$ cat config.mk
export PLATFORM = sky130hd
export DESIGN_NAME = cdbl_front
export DESIGN_NICKNAME = d
export VERILOG_FILES = /design/src/rtl/cdbl_pkg.sv /design/src/rtl/cdbl_front.sv
export SDC_FILE = /design/constraint.sdc
export NUM_CORES = 1
export LEC_CHECK = 0
export ABC_AREA = 0
export ABC_CLOCK_PERIOD_IN_PS = 3200
export BUFFER_PORTS_ARGS = -buffer_cell sky130_fd_sc_hd__buf_2
export CORE_UTILIZATION = 51
export CTS_BUF_LIST = sky130_fd_sc_hd__clkbuf_16
export DETAILED_ROUTE_END_ITERATION = 7
export GPL_TIMING_DRIVEN = 0
export PLACE_DENSITY = 0.78
export SYNTH_ARGS = -nofsm -noshare
export SYNTH_HDL_FRONTEND = slang
export SYNTH_SLANG_ARGS = --single-unit
export TNS_END_PERCENT = 50
$ cat constraint.sdc
create_clock -name i_clk -period 3.2 [get_ports i_clk]
set_clock_uncertainty 0.2 [all_clocks]
set_input_delay 0.64 -clock i_clk [delete_from_list [all_inputs] [get_ports i_clk]]
set_output_delay 0.64 -clock i_clk [all_outputs]
set_load 0.005 [all_outputs]
$ cat src/rtl/cdbl_pkg.sv
// ----------------------------------------------------------------------------
// cdbl_pkg
// Shared types and constants of the constant database lookup unit.
// ----------------------------------------------------------------------------
package cdbl_pkg;

    // Operation codes of an input item.
    typedef enum logic [1:0] {
        OP_WRITE  = 2'd0,
        OP_APPEND = 2'd1,
        OP_LOOKUP = 2'd2
    } t_op;

    // Result status codes.
    localparam logic [1:0] ST_NOT_FOUND = 2'd0;
    localparam logic [1:0] ST_FOUND     = 2'd1;
    localparam logic [1:0] ST_TOO_LONG  = 2'd2;
    localparam logic [1:0] ST_FORMAT    = 2'd3;

    // Hash seed, bytes per head entry or slot, and bound arithmetic width.
    localparam logic [31:0] HASH_SEED = 32'd5381;
    localparam int          SLOT_BYTES = 8;
    localparam int          BW = 36;

    // One command passed from the front part to the back part.
    typedef struct packed {
        t_op         op;
        logic [15:0] addr;
        logic [7:0]  data;
    } t_cmd;

endpackage

$ cat src/rtl/cdbl_front.sv
// ----------------------------------------------------------------------------
// cdbl_front
// Accepts input items, drops unused operation codes and queues the rest in a
// two-entry command queue for the back part.
// ----------------------------------------------------------------------------
module cdbl_front (
    input  logic                i_clk,
    input  logic                i_rst_n,
    input  logic                i_valid,
    input  logic [1:0]          i_operation,
    input  logic [15:0]         i_image_address,
    input  logic [7:0]          i_data_byte,
    output logic                o_stall,
    output cdbl_pkg::t_cmd      o_cmd,
    output logic                o_cmd_valid,
    input  logic                i_cmd_pop
);

    cdbl_pkg::t_cmd r_q [2];
    logic           r_wp;
    logic           r_rp;
    logic [1:0]     r_cnt;
    logic           w_take;
    logic           w_push;
    logic           w_pop;

    // The queue is full when both entries hold commands.
    assign o_stall     = (r_cnt == 2'd2);
    assign o_cmd_valid = (r_cnt != 2'd0);
    assign o_cmd       = r_q[r_rp];

    // Only known operation codes enter the queue.
    assign w_take = i_valid && !o_stall;
    assign w_push = w_take && (i_operation inside {cdbl_pkg::OP_WRITE, cdbl_pkg::OP_APPEND,
                                                   cdbl_pkg::OP_LOOKUP});
    assign w_pop  = i_cmd_pop && o_cmd_valid;

    // Queue storage.
    always_ff @(posedge i_clk) begin
        if (w_push) begin
            r_q[r_wp] <= '{op: cdbl_pkg::t_op'(i_operation), addr: i_image_address,
                           data: i_data_byte};
        end
    end

    // Queue pointers and fill count.
    always_ff @(posedge i_clk) begin
        if (!i_rst_n) begin
            r_wp  <= 1'b0;
            r_rp  <= 1'b0;
            r_cnt <= 2'd0;
        end else begin
            if (w_push) begin
                r_wp <= ~r_wp;
            end
            if (w_pop) begin
                r_rp <= ~r_rp;
            end
            if (w_push && !w_pop) begin
                r_cnt <= r_cnt + 2'd1;
            end else if (w_pop && !w_push) begin
                r_cnt <= r_cnt - 2'd1;
            end
        end
    end

endmodule

After elaboration in Yosys (flattened, before gate mapping) --
Memory sizes are Yosys's and may differ from the RTL's. A register that Yosys moved wholly into a read port is not among the register bits. Index checks and enable logic that the tools add are counted.
Cells by class: equality and inequality tests 3, add/sub/neg operators 2, bitwise gates (word level) 2, multiplexer cells 6, reductions and logical operators 12
Operators with widths (number):
- $logic_and 1x1->1 | 5
- $eq 2x2->1 const B | 2
- $mux 1 | 4
- $mux 2 | 2
- $reduce_bool 2->1 | 2
- $logic_not 1->1 | 3
- $reduce_bool 3->1 | 1
- $add 2x1->2 const B | 1
- $eq 2x1->1 const B | 1
- $logic_not 2->1 | 1
- $not 1->1 | 2
- $sub 2x1->2 const B | 1
Word-level totals: logic and storage cells 29, memories 1, flip-flop bits (word level) 4, memory bits (writable) 52
Memories:
- r_q | depth 2, bits a word 26, rd ports 1, clocked after memory_dff 1, wr ports 1, RTL line cdbl_front.sv:19 | cdbl_pkg::t_cmd r_q [2];

Longest topological paths before layout --
word-level depth 8, depth in mapped cells 6, mapped depth without buffers 6

Worst setup path before layout --
Ideal clock, no wire load.
path type input to register, start point in i_operation[0], end point mem r_q[0][0] (netlist bit) (enable), stages 2, path slack 0.434 ns, required time 2.588 ns, buffers on the path 0, data arrival time 2.154 ns, path through a211oi_4 > nor2b_1
On the way: cells in the longest elaborated chain, start to end 5, elaborated cells between the ends (all ways) 7, those cells by class eq/ne: 2; mux: 2; reduce/logical: 3
Ends and longest elaborated chain:
- start: declaration | RTL line cdbl_front.sv:10 | input logic [1:0] i_operation,
- $eq 2x1->1, or another cell as far along | RTL line cdbl_front.sv:34 | assign w_push = w_take && (i_operation inside {cdbl_pkg::OP_WRITE, cdbl_pkg::OP_APPEND,
- $reduce_bool 3->1 (*) | RTL line cdbl_front.sv:34
- $logic_and 1x1->1 (*) | RTL line cdbl_front.sv:34
- $mux 1 (*) | RTL line cdbl_front.sv:40 | if (w_push) begin
- $mux 1 (not written as such) (*) | RTL line cdbl_front.sv:41 | r_q[r_wp] <= '{op: cdbl_pkg::t_op'(i_operation), addr: i_image_address,
- end: declaration | RTL line cdbl_front.sv:19
Every way passes the cells marked *; elsewhere a longest branch is shown, timed or not.

==> results.toml <==
[run_status]
status = "completed"

[detailed_routing]
drt_iter0_drc = 137
wl_met1_um = 1380
drtPass1Iterations = 4
wl_per_cell_um = 14.5
highest_layer = "met4"
drc = 0
dr_wl_met3_um = 198
vias_per_cell = 5.00
antenna_left = 0
num_vias = 1134
finalWirelength_um = 3300
wl_met2_um = 1620

[clock_tree]
cts_resized = 0
cts.sinks = 57
clk_latency_ns = 0.31
cts_hold_buf = 0
cts.clk_slew.worst_paths_ns = 0.04
root_buffer = "clkbuf_16"
cts_tree = "built"
htreeDepth = 3
post_cts_buffers = 0
cts_max_path_buffers = 2
cts_made_buffers = 9

[synthesis]
async_flop_share = 0
synthTopCellsByCount = "edfxtp_1, mux2_2, dfxtp_1"
synth_cell_types = 21
mappedNetlistArea_mm2 = 0.00212
yosysTopAreaCell = "edfxtp_1"
yosysWarnings = 0
syn_avg_cell_area_um2 = 20.0
synth_top_area_share = 0.735
synthCells = 106
yosysMostFrequentCell = "edfxtp_1"
synth_fp_nets = 137
ys.flop_type = "edfxtp_1"
synth_edf_count = 52
ys_ff_latch = 57
synthTopCellsByArea = "edfxtp_1, mux2_2, dfxtp_1"
seq_area_frac_synth = 0.782

[setup_path]
path_max_fanout = 10
endpoint_kind = "output port"
crit_path_frequent_cell = "buf_2"
cpMaxStageDelayCell = "mux2_2"
critPathRequiredTime_ns = 2.36
critPathMaxStageDelay_ns = 0.37
path_buf_inv = 3
worst_setup_path_start_kind = "flop"
path_class = "reg -> out"
cp.arrival_ns = 1.59
worstPathCellList = "buf_2 -> buf_2 -> mux2_2 -> buf_2"
critical_path.top_delay_family = "buffers and inverters"

[timing]
rsz0062_at_grt = "false"
finalCritPeriodShare = 0.759
setup_slack_ns = 0.770
finalHoldViolCount = 0
post-route-min-period_ns = 2.43
fin_setup_tns_ns = 0
drv_slew = 0
clock.fmax_mhz = 411
worst_pin_slew_ns = 1.20
setup_viol = 0
whs_ns = 0.298
relSlewSlack = 0.200

[power_and_ir_drop]
peakVddDrop_mv = 0.690
leakagePower_nw = 1.05
power.density_mw_per_mm2 = 822
power_w = 0.00224

[min_path]
hold_path_class = "reg -> reg"

[global_route]
grt_pass1_wl_um = 4910
antenna_found_initial = 0
grt_max_degree = 27
grt_pass1_vias = 1047
grt_util_all_layers = 0.168
grt_overflow = 0

[floorplan]
die_h_um = 66.5
floorplan.initialDensity = 0.531
dieArea_mm2 = 0.00443
num_io_pins = 58
die_x_um = 66.5
placementRows = 23
core-area_mm2 = 0.00400

[placement]
port-buffer-count = 57
gp_congestion = 0.583
hpwl_um = 2230
post-place-ws_ns = 0.453

[run]
drv_cap = 0

[cells_and_area]
antenna_cells = 0
finalNetCount = 206
area_growth_pct = 28.5
n_fill_cell = 283
drive_above_1_share = 0.565
## final cells by class
class | instances | area [um2] | share of cell area
Multi-Input combinational cell | 45 | 444 | 0.163
Inverter | 1 | 3.75 | 0.00137
Timing Repair Buffer | 58 | 300 | 0.110
Tap cell | 50 | 62.6 | 0.0229
Clock inverter | 4 | 15.0 | 0.00550
Clock buffer | 9 | 225 | 0.0825
Buffer | 3 | 17.5 | 0.00642
Sequential cell | 57 | 1660 | 0.609
## tightest hold or removal path, cell delays in order, from the launching register on
cell	delay, ns
dfxtp_1	0.33
nand2_1	0.06
mux2i_1	0.05
## routing by layer
layer | GRT usage | up-vias
met3 | 0.0873 | 10
met5 | 0 | -
met2 | 0.249 | 47
met4 | 0.112 | 0
li1 | - | 543
met1 | 0.188 | 534
## final timing paths
path | from | end | slack, ns | depth (start not counted)
worst max-delay path | flop | o_cmd[18] | 0.77 | 4
worst min-delay path | r_wp | r_wp | 0.30 | 2
worst max register to register | r_cnt[0] | r_q[1][16] | 0.79 | 3
worst min register to register | r_wp | r_wp | 0.30 | 2
## cell usage in the layout (no fill, tap or decap)
cell type  count
or3_1          1
ha_1           1
nand2_1        1
dfxtp_1        5
mux2_2        26
buf_4          1
or2_2          1
buf_2         59
nor2b_2        2
clkinv_1       3
nand2b_1       1
buf_8          1
xor2_1         1
a211oi_4       1
mux2i_1        1
edfxtp_1      52
o21ai_1        1
inv_1          2
clkbuf_16      9
and2_1         4
o21ai_0        1
a21boi_1       1
xnor2_1        2
## sequential cells by signal, indices dropped and copies added, names as in the netlist, named ones only
name and cells:
r_cnt 2, r_q 52, r_rp 1, r_wp 1
## logic make-up (layout without fill, tap and decap cells)
group	Yosys count	in the layout	share of synthesized area
buffers and inverters	4	75	0.0100
AO/OA/AOI/OAI	4	4	0.0177
adder cells (fa/ha/maj)	1	1	0.00589
multiplexers	27	27	0.143
flip-flops	57	57	0.782
XOR/XNOR	3	3	0.0124
AND/OR/NAND/NOR	10	10	0.0295
## report_power, final
part / internal (W) / total [W] / switching [W]
Clock: 0.000494 / 0.000755 / 0.000261
Combinational: 0.000280 / 0.000514 / 0.000235
Sequential: 0.000935 / 0.000975 / 0.0000395
## metrics by stage
step | instance area [um2] | utilization | cells
floorplan | 2120 | - | 106
global placement | 2470 | 0.618 | 213
global route | 2730 | 0.683 | 227
detailed placement | 2490 | 0.622 | 214
CTS | 2730 | 0.683 | 227
finish | 2730 | 0.683 | 227
Note: power is estimated with default switching activity, not from simulation.
